**config.mk**
```make
export PLATFORM = sky130hd
export DESIGN_NAME = flag_byte_unstuffing_deframer
export DESIGN_NICKNAME = d
export VERILOG_FILES = /design/src/rtl/core/fbud_pkg.sv /design/src/rtl/core/fbud_core.sv /design/src/rtl/core/flag_byte_unstuffing_deframer.sv
export SDC_FILE = /design/constraint.sdc
export NUM_CORES = 1
export LEC_CHECK = 0
export BUFFER_PORTS_ARGS = -buffer_cell sky130_fd_sc_hd__buf_2
export CORE_ASPECT_RATIO = 0.6
export CORE_MARGIN = 2
export CORE_UTILIZATION = 50
export CTS_BUF_LIST = sky130_fd_sc_hd__clkbuf_16
export CTS_CLUSTER_SIZE = 28
export DETAILED_ROUTE_END_ITERATION = 10
export GPL_TIMING_DRIVEN = 1
export PLACE_DENSITY = 0.71
export SYNTH_ARGS = -nofsm -noshare
export SYNTH_HDL_FRONTEND = slang
export SYNTH_SLANG_ARGS = --single-unit
```
**constraint.sdc**
```tcl
create_clock -name aclk -period 9.6 [get_ports aclk]
set_input_delay 0.48 -clock aclk [delete_from_list [all_inputs] [get_ports aclk]]
set_output_delay 0.48 -clock aclk [all_outputs]
set_load 0.01 [all_outputs]
```
**src/rtl/core/fbud_pkg.sv**
```systemverilog
// Shared constants and types for the flag/byte-unstuffing deframer.
// Used by fbud_core and flag_byte_unstuffing_deframer; no dependencies.
package fbud_pkg;

    localparam int MAX_FRAME_BYTES = 256;
    // raw count saturates at MAX_FRAME_BYTES + 1
    localparam int CNT_W = $clog2(MAX_FRAME_BYTES + 2);

    localparam logic [7:0] FLAG_BYTE     = 8'h7E;
    localparam logic [7:0] ESC_BYTE      = 8'h7D;
    localparam logic [7:0] ESC_FLAG_CODE = 8'h02;

    localparam logic [7:0] MIN_FRAME_RESET = 8'd7;
    localparam logic       CHECK_EN_RESET  = 1'b1;

    localparam logic [7:0] REG_MIN_FRAME = 8'd0;
    localparam logic [7:0] REG_CHECK_EN  = 8'd1;

    localparam logic [1:0] ST_OK       = 2'd0;
    localparam logic [1:0] ST_MISMATCH = 2'd1;
    localparam logic [1:0] ST_CUT_ESC  = 2'd2;
    localparam logic [1:0] ST_OVERFLOW = 2'd3;

    typedef struct packed {
        logic       valid;
        logic [7:0] out_byte;
        logic       is_check_byte;
        logic       frame_end;
        logic [1:0] frame_status;
    } result_t;

endpackage

```
**src/rtl/core/fbud_core.sv**
```systemverilog
// Frame state and per-byte decode for the deframer.
// Depends on fbud_pkg; instantiated by flag_byte_unstuffing_deframer.
module fbud_core (
    input  logic                    aclk,
    input  logic                    aresetn,
    input  logic                    step,
    input  logic [7:0]              rx_byte,
    input  logic [7:0]              min_frame_bytes,
    input  logic                    check_enable,
    output fbud_pkg::result_t       result
);

    logic                       in_frame_reg, in_frame_next;
    logic                       esc_reg, esc_next;
    logic [fbud_pkg::CNT_W-1:0] cnt_reg, cnt_next;
    logic                       have_chk_reg, have_chk_next;
    logic [7:0]                 chk_reg, chk_next;
    logic [7:0]                 sum_reg, sum_next;
    logic                       ovf_reg, ovf_next;

    logic [fbud_pkg::CNT_W-1:0] cnt_inc;
    logic                       ovf_inc;
    logic                       is_flag;
    logic                       closing;
    logic [7:0]                 dec;

    always_comb begin
        in_frame_next = in_frame_reg;
        esc_next      = esc_reg;
        cnt_next      = cnt_reg;
        have_chk_next = have_chk_reg;
        chk_next      = chk_reg;
        sum_next      = sum_reg;
        ovf_next      = ovf_reg;
        result        = '0;

        is_flag = (rx_byte == fbud_pkg::FLAG_BYTE);
        cnt_inc = (cnt_reg < fbud_pkg::CNT_W'(fbud_pkg::MAX_FRAME_BYTES + 1))
                  ? cnt_reg + 1'b1 : cnt_reg;
        ovf_inc = ovf_reg || (cnt_inc > fbud_pkg::CNT_W'(fbud_pkg::MAX_FRAME_BYTES));
        // count is at least 2 here, so a minimum below 2 acts as 2
        closing = is_flag && (cnt_inc >= fbud_pkg::CNT_W'(min_frame_bytes));
        dec     = esc_reg ? ((rx_byte == fbud_pkg::ESC_FLAG_CODE) ? fbud_pkg::FLAG_BYTE
                                                                  : fbud_pkg::ESC_BYTE)
                          : rx_byte;

        if (step) begin
            if (!in_frame_reg) begin
                if (is_flag) begin
                    in_frame_next = 1'b1;
                    esc_next      = 1'b0;
                    cnt_next      = fbud_pkg::CNT_W'(1);
                    have_chk_next = 1'b0;
                    chk_next      = '0;
                    sum_next      = '0;
                    ovf_next      = 1'b0;
                end
            end else if (closing) begin
                result.valid     = 1'b1;
                result.out_byte  = fbud_pkg::FLAG_BYTE;
                result.frame_end = 1'b1;
                if (ovf_inc)
                    result.frame_status = fbud_pkg::ST_OVERFLOW;
                else if (esc_reg)
                    result.frame_status = fbud_pkg::ST_CUT_ESC;
                else if (check_enable && (!have_chk_reg || sum_reg != chk_reg))
                    result.frame_status = fbud_pkg::ST_MISMATCH;
                else
                    result.frame_status = fbud_pkg::ST_OK;
                in_frame_next = 1'b0;
                esc_next      = 1'b0;
                cnt_next      = '0;
                have_chk_next = 1'b0;
                chk_next      = '0;
                sum_next      = '0;
                ovf_next      = 1'b0;
            end else begin
                cnt_next = cnt_inc;
                ovf_next = ovf_inc;
                if (!esc_reg && rx_byte == fbud_pkg::ESC_BYTE) begin
                    esc_next = 1'b1;
                end else begin
                    esc_next = 1'b0;
                    // overflowed frames swallow data bytes
                    if (!ovf_inc) begin
                        result.valid    = 1'b1;
                        result.out_byte = dec;
                        if (!have_chk_reg) begin
                            have_chk_next        = 1'b1;
                            chk_next             = dec;
                            result.is_check_byte = 1'b1;
                        end else begin
                            sum_next = sum_reg + dec;
                        end
                    end
                end
            end
        end
    end

    always_ff @(posedge aclk) begin
        if (!aresetn) begin
            in_frame_reg <= 1'b0;
            esc_reg      <= 1'b0;
            cnt_reg      <= '0;
            have_chk_reg <= 1'b0;
            chk_reg      <= '0;
            sum_reg      <= '0;
            ovf_reg      <= 1'b0;
        end else begin
            in_frame_reg <= in_frame_next;
            esc_reg      <= esc_next;
            cnt_reg      <= cnt_next;
            have_chk_reg <= have_chk_next;
            chk_reg      <= chk_next;
            sum_reg      <= sum_next;
            ovf_reg      <= ovf_next;
        end
    end

endmodule

```
**src/rtl/core/flag_byte_unstuffing_deframer.sv**
```systemverilog
// Top level of the flag-delimited byte-unstuffing deframer with sum check.
// Depends on fbud_pkg and fbud_core.
//
// Raw bytes enter on the s_ channel, one request per cycle while m_ready does
// not hold the output back. Each byte is registered in an input register, is
// decoded against the frame state and lands in the output register, which
// offers its result on m_. s_ready follows m_ready through the input
// register: a byte is taken while a result waits only if the byte ahead can
// move into a free or draining output register. Bytes that give no result
// (idle line, escape codes, overflow) give no transfer on m_.
// Configuration (index 0 min_frame_bytes, 1 check_enable) is always ready and
// should only be written while the block is idle.
module flag_byte_unstuffing_deframer (
    input  logic       aclk,
    input  logic       aresetn,
    input  logic       s_valid,
    output logic       s_ready,
    input  logic [7:0] s_rx_byte,
    output logic       m_valid,
    input  logic       m_ready,
    output logic [7:0] m_out_byte,
    output logic       m_is_check_byte,
    output logic       m_frame_end,
    output logic [1:0] m_frame_status,
    input  logic       cfg_valid,
    output logic       cfg_ready,
    input  logic [7:0] cfg_index,
    input  logic [7:0] cfg_data
);

    logic [7:0]        min_frame_reg;
    logic              check_en_reg;
    logic              in_valid_reg;
    logic [7:0]        in_byte_reg;
    fbud_pkg::result_t out_reg;
    fbud_pkg::result_t dec_res;
    logic              advance;

    assign cfg_ready = 1'b1;
    assign advance   = in_valid_reg && (!out_reg.valid || m_ready);
    assign s_ready   = !in_valid_reg || advance;

    always_ff @(posedge aclk) begin
        if (!aresetn) begin
            min_frame_reg <= fbud_pkg::MIN_FRAME_RESET;
            check_en_reg  <= fbud_pkg::CHECK_EN_RESET;
        end else if (cfg_valid) begin
            unique case (cfg_index)
                fbud_pkg::REG_MIN_FRAME: min_frame_reg <= cfg_data;
                fbud_pkg::REG_CHECK_EN:  check_en_reg  <= cfg_data[0];
                default: ;
            endcase
        end
    end

    always_ff @(posedge aclk) begin
        if (!aresetn) begin
            in_valid_reg <= 1'b0;
        end else if (s_ready) begin
            in_valid_reg <= s_valid;
        end
    end

    always_ff @(posedge aclk) begin
        if (s_ready && s_valid)
            in_byte_reg <= s_rx_byte;
    end

    fbud_core u_core (
        .aclk            (aclk),
        .aresetn         (aresetn),
        .step            (advance),
        .rx_byte         (in_byte_reg),
        .min_frame_bytes (min_frame_reg),
        .check_enable    (check_en_reg),
        .result          (dec_res)
    );

    always_ff @(posedge aclk) begin
        if (!aresetn) begin
            out_reg <= '0;
        end else if (advance) begin
            out_reg <= dec_res;
        end else if (m_ready) begin
            out_reg.valid <= 1'b0;
        end
    end

    assign m_valid         = out_reg.valid;
    assign m_out_byte      = out_reg.out_byte;
    assign m_is_check_byte = out_reg.is_check_byte;
    assign m_frame_end     = out_reg.frame_end;
    assign m_frame_status  = out_reg.frame_status;

endmodule
```
; Yosys cells after proc, flatten, opt, wreduce, memory -nomap -nowiden
; Index checks and enable logic that the tools add are counted.
; Widths: inputs -> output; s select.
[word_totals]
ff_bits = 60
in_bits = 29
output_inout_bits = 15
word_cells = 94
[op_classes]
n_addsub = 2
magnitude_cmp = 3
eq_ne = 9
n_mux = 42
n_reduce_logical = 22
[op_table]
columns = operator, n
row1 = $mux 8, 12
row2 = $mux 9, 5
row3 = $mux 10, 2
row4 = $mux 1, 18
row5 = $eq 8x7->1 const B, 2
row6 = $mux 13, 1
row7 = $ne 3x3->1 const B, 4
row8 = $reduce_and 5->1, 2
row9 = $add 9x1->9 const B, 1
row10 = $ge 9x8->1, 1
row11 = $gt 9x9->1 const B, 1
row12 = $lt 9x9->1 const B, 1
row13 = $add 8x8->8, 1
row14 = $eq 8x1->1 const B, 1
row15 = $eq 8x2->1 const B, 1
row16 = $logic_not 8->1, 1
row17 = $ne 8x8->1, 1
row18 = $mux 2, 3
row19 = $reduce_and 2->1, 3
row20 = $logic_and 1x1->1, 5
row21 = $logic_not 1->1, 4
row22 = $logic_or 1x1->1, 4
row23 = $reduce_and 4->1, 1
row24 = $reduce_bool 2->1, 2
row25 = $mux 3, 1

; Depth between registers and ports, before layout
[depth]
ltp_word = 9
ltp_mapped = 14
mapped_depth_nobuf = 13

; Hierarchy
; Synthesis repeated with hierarchy kept, for this count alone.
[hier_totals]
hier_cells = 415
area_unflattened_um2 = 3549.7
[modules_own_cells]
columns = module, n_inst, cells_each, area_each_um2, seq_area_each_um2
row1 = fbud_core, 1, 297, 2327.2, 580.6
row2 = flag_byte_unstuffing_deframer, 1, 118, 1222.4, 700.7

; Worst setup path before layout
; No wires, ideal clock.
[synth_timing]
kind = register to register
from = reg u_core.cnt_reg[1] in the netlist's numbering
to = reg u_core.sum_reg[2]
setup_time_ns = 0.072
arrival_time_ns = 2.988
t_required_ns = 9.528
slack_ns = 6.540
stages_incl_launch_ff = 13
n_path_buf = 0
period_less_slack_ns = 3.060
path_cell_list = dfxtp_1 ha_1 nand2_1 nor4_1 nor3b_2 ha_1 a211oi_1 o211ai_1 o221a_2 o41ai_4 nand2_1 o21ai_4 mux2i_1
[synth_between]
elab_chain_len = 6
word_cells_on_any_way = 13
cone_classes = 1 x add/sub / 3 x order compare / 3 x eq/ne / 3 x mux / 3 x reduce/logical
[synth_lines]
columns = element, line_no
row1 = from (decl), fbud_core.sv:15  ; logic [fbud_pkg::CNT_W-1:0] cnt_reg, cnt_next;
row2 = from (signal assigned), fbud_core.sv:113  ; cnt_reg <= cnt_next;
row3 = $add 9x1->9 or $lt 9x9->1 (tied branches), "fbud_core.sv:39, fbud_core.sv:38"
row4 = $mux 9 (*), fbud_core.sv:39  ; ? cnt_reg + 1'b1 : cnt_reg;
row5 = $ge 9x8->1 or $gt 9x9->1 (tied branches), "fbud_core.sv:42, fbud_core.sv:40"
row6 = $logic_and 1x1->1 or $logic_or 1x1->1 (tied branches), "fbud_core.sv:42, fbud_core.sv:40"
row7 = $ne 3x3->1 (no line) or $mux 8 (tied branches), -
row8 = $reduce_and 5->1 (no line) or $mux 8 (tied branches), -
row9 = to (signal assigned), fbud_core.sv:116  ; sum_reg <= sum_next;
row10 = to (decl), fbud_core.sv:18  ; logic [7:0] sum_reg, sum_next;
; Mark *: on every way between the ends. The rest lies on a longest branch, timed or not.
; A chain may end at the register's enable or synchronous reset.

; Final worst setup path
[layout_timing]
from = reg u_core.cnt_reg[0] in the netlist's numbering
to = reg u_core.chk_reg[3]
[layout_between]
elab_chain_len = 6
word_cells_on_any_way = 13
cone_classes = 1 x add/sub / 3 x order compare / 3 x eq/ne / 3 x mux / 3 x reduce/logical
[layout_lines]
columns = element, line_no
row1 = $add 9x1->9 or $lt 9x9->1 (tied branches), "fbud_core.sv:39, fbud_core.sv:38"
row2 = $mux 9 (*), fbud_core.sv:39
row3 = $ge 9x8->1 or $gt 9x9->1 (tied branches), "fbud_core.sv:42, fbud_core.sv:40"
row4 = $logic_and 1x1->1 or $logic_or 1x1->1 (tied branches), "fbud_core.sv:42, fbud_core.sv:40"
row5 = $ne 3x3->1 (no line) or $mux 8 (tied branches), -
row6 = $reduce_and 5->1 (no line) or $mux 8 (tied branches), -
row7 = to (signal assigned), fbud_core.sv:115  ; chk_reg <= chk_next;
row8 = to (decl), fbud_core.sv:17  ; logic [7:0] chk_reg, chk_next;
; Marked as above.

==> impl_metrics.json <==
{
  "cts_hold_buf": 0,
  "hold_path_startpoint": "s_rx_byte[6]",
  "clockRootBuffer": "clkbuf_16",
  "vdd_drop_max_mv": 0.125,
  "min_path_type": "in2reg",
  "min_to": "in_byte_reg[6]",
  "largest_reg_flops": 9,
  "layout_common_cells": "dfxtp_1 (52), buf_2 (42), nor2_1 (37)",
  "area_growth_syn_to_layout_pct": 15.6,
  "dieArea_mm2": 0.00746,
  "die_h_um": 67.7,
  "reg2reg_depth": 12,
  "num_rows": 23,
  "final_common_cell": "dfxtp_1",
  "nets": 449,
  "min_path_cells": 1,
  "cellLeakagePower_nw": 1.63,
  "max_slew_margin": 0.361,
  "post-route-min-period_ns": 3.91,
  "stdcell_area_mm2": 0.00391,
  "diodes": 0,
  "coreArea_mm2": 0.00662,
  "overflow": 0,
  "clock_latency_ns": 0.33,
  "cts-buffers-inserted": 9,
  "place_hpwl_mm": 5.94,
  "netlist_top_cells_area": "dfxtp_1 (31%), edfxtp_1 (7.1%), ha_1 (5.9%)",
  "netlist_instances": 363,
  "drive_gt1_frac": 0.203,
  "max_freq_mhz": 256,
  "slew_viol_final": 0,
  "critPathRequiredTime_ns": 9.86,
  "period_share": 0.408,
  "grt_usage": 0.244,
  "fin_cells": 495,
  "rrSetupSlack_ns": 5.69,
  "cts.sinks": 60,
  "synthFlopType": "dfxtp_1",
  "first_global_vias": 2645,
  "yosysTopAreaCell": "dfxtp_1",
  "place.gp.congestion": 0.924,
  "crit_start": "u_core.cnt_reg[0]",
  "ys_types": 69,
  "dpl_cell_area_mm2": 0.00363,
  "drt_wl_total_mm": 8.09,
  "setup-tns-final_ns": 0,
  "synth_top_area_frac": 0.308,
  "holdWs_ns": 0.322,
  "rsz0062_at_grt": "false",
  "cts_resized": 0,
  "cp-end-kind": "register",
  "status": "complete, no violations",
  "start_util": 0.511,
  "yosys_warnings": 0,
  "finalSetupViolations": 0,
  "synth_area_per_cell_um2": 9.32,
  "ys_seq_area_frac": 0.379,
  "finalPower_mw": 0.586,
  "final-seq-area_mm2": 0.00128,
  "grt_pass1_wl_mm": 13.5,
  "fin_skew_ns": 0.00757,
  "multiInputGateArea_mm2": 0.00192,
  "synth_edf_count": 8,
  "post-cts-setup-buffers": 0,
  "drt_iter0_markers": 183,
  "synth_area_mm2": 0.00338,
  "via_count": 2856,
  "worstPathArrival_ns": 4.17,
  "path_class": "reg2reg",
  "synth_seq_cells": 60,
  "cts_tree": "done",
  "r2r_start": "u_core.cnt_reg[0]",
  "die_x_um": 110,
  "path_max_fanout": 13,
  "fillerInstances": 565,
  "clk_pin_slew_ns": 0.06,
  "htree_levels": 3,
  "r2r-end": "u_core.chk_reg[3]",
  "antenna_found_initial": 0,
  "viasPerCell": 5.77,
  "portBuffers": 42,
  "maxCapViolCount": 0,
  "p_per_area_mw_per_mm2": 150,
  "start_kind": "register",
  "ant_nets": 0,
  "clock_path_buffers": 2,
  "grt_max_degree": 33,
  "place_inst": 479,
  "hold_violations": 0,
  "syn-num-nets": 409,
  "max_slew.worst_pin.slew_ns": 0.957,
  "drtPass1Iterations": 4,
  "ios": 44,
  "drc": 0,
  "async_flop_share": 0,
  "wire_per_inst_um": 16.3
}
-- worst max path at each step --
stage                        end  depth (start not counted)
2_1_floorplan  u_core.sum_reg[2]                         12
3_3_place_gp   u_core.chk_reg[0]                         12
3_5_place_dp   u_core.chk_reg[0]                         12
4_1_cts        u_core.chk_reg[0]                         12
5_1_grt        u_core.chk_reg[4]                         12
6_report       u_core.chk_reg[3]                         12
-- cells in the mapped netlist, types with 5 or more instances --
master	number
nand4_1	6
nor3_1	7
o21ai_0	9
ha_1	16
clkbuf_1	6
xnor2_1	8
o2bb2ai_1	8
nor2_1	37
a21oi_1	13
nand2_1	32
dfxtp_1	52
nand3_1	8
inv_1	26
a32o_1	8
a22oi_1	6
xor2_1	8
nor2b_1	5
edfxtp_1	8
mux2i_1	12
-- worst max-delay path: stages (launching register included) --
cell and delay [ns]:
dfxtp_1 0.52, ha_1 0.35, nand2_1 0.13, nor4_1 0.35, nor3b_2 0.14, ha_1 0.22
a211oi_1 0.21, o211ai_1 0.11, o221a_2 0.27, o41a_1 0.49, nor2_2 0.48, nand4_2 0.33
o2bb2ai_1 0.23
-- report_power, final --
part	internal (mW)	leakage, nW	switching (mW)
Clock	0.176	0.130	0.122
Sequential	0.258	0.497	0.00277
Combinational	0.0110	1.00	0.0171
Total	0.445	1.63	0.142
-- cells by family (layout without fill, tap and decap cells) --
group,after synthesis,count (layout),share of synthesized area
AOI/OAI and AO/OA,81,81,0.206
xor gates and xnor gates,16,16,0.0414
adders and majority gates,17,17,0.0651
buffers and inverters,42,87,0.0544
DFF,60,60,0.379
muxes,12,12,0.0355
other,1,1,0.00111
and+or+nand+nor,134,134,0.218
-- final cells by class --
type                       instances  area share
clock buffer                       9      0.0576
tap                               87      0.0278
sequential                        60       0.328
timing repair buffer              44      0.0576
inverter                          27      0.0259
clock inverter                     7      0.0128
multi-input combinational        261       0.491
-- per-stage QoR --
step | setup slack (ns) | util
final | 5.69 | 0.591
after global routing | 5.36 | 0.591
after CTS | 5.77 | 0.591
after detailed placement | 5.80 | 0.549
after global placement | 6.01 | 0.549
after floorplan | 6.54 | -
-- routing by layer --
metal,global-route usage,routed length [um],part of all wire
met1,0.367,4130,0.51
met4,0.0625,82,0.010
met5,0,0,0
met2,0.328,3130,0.39
met3,0.0830,746,0.092
No activity file was read; power rests on OpenSTA's default activity.
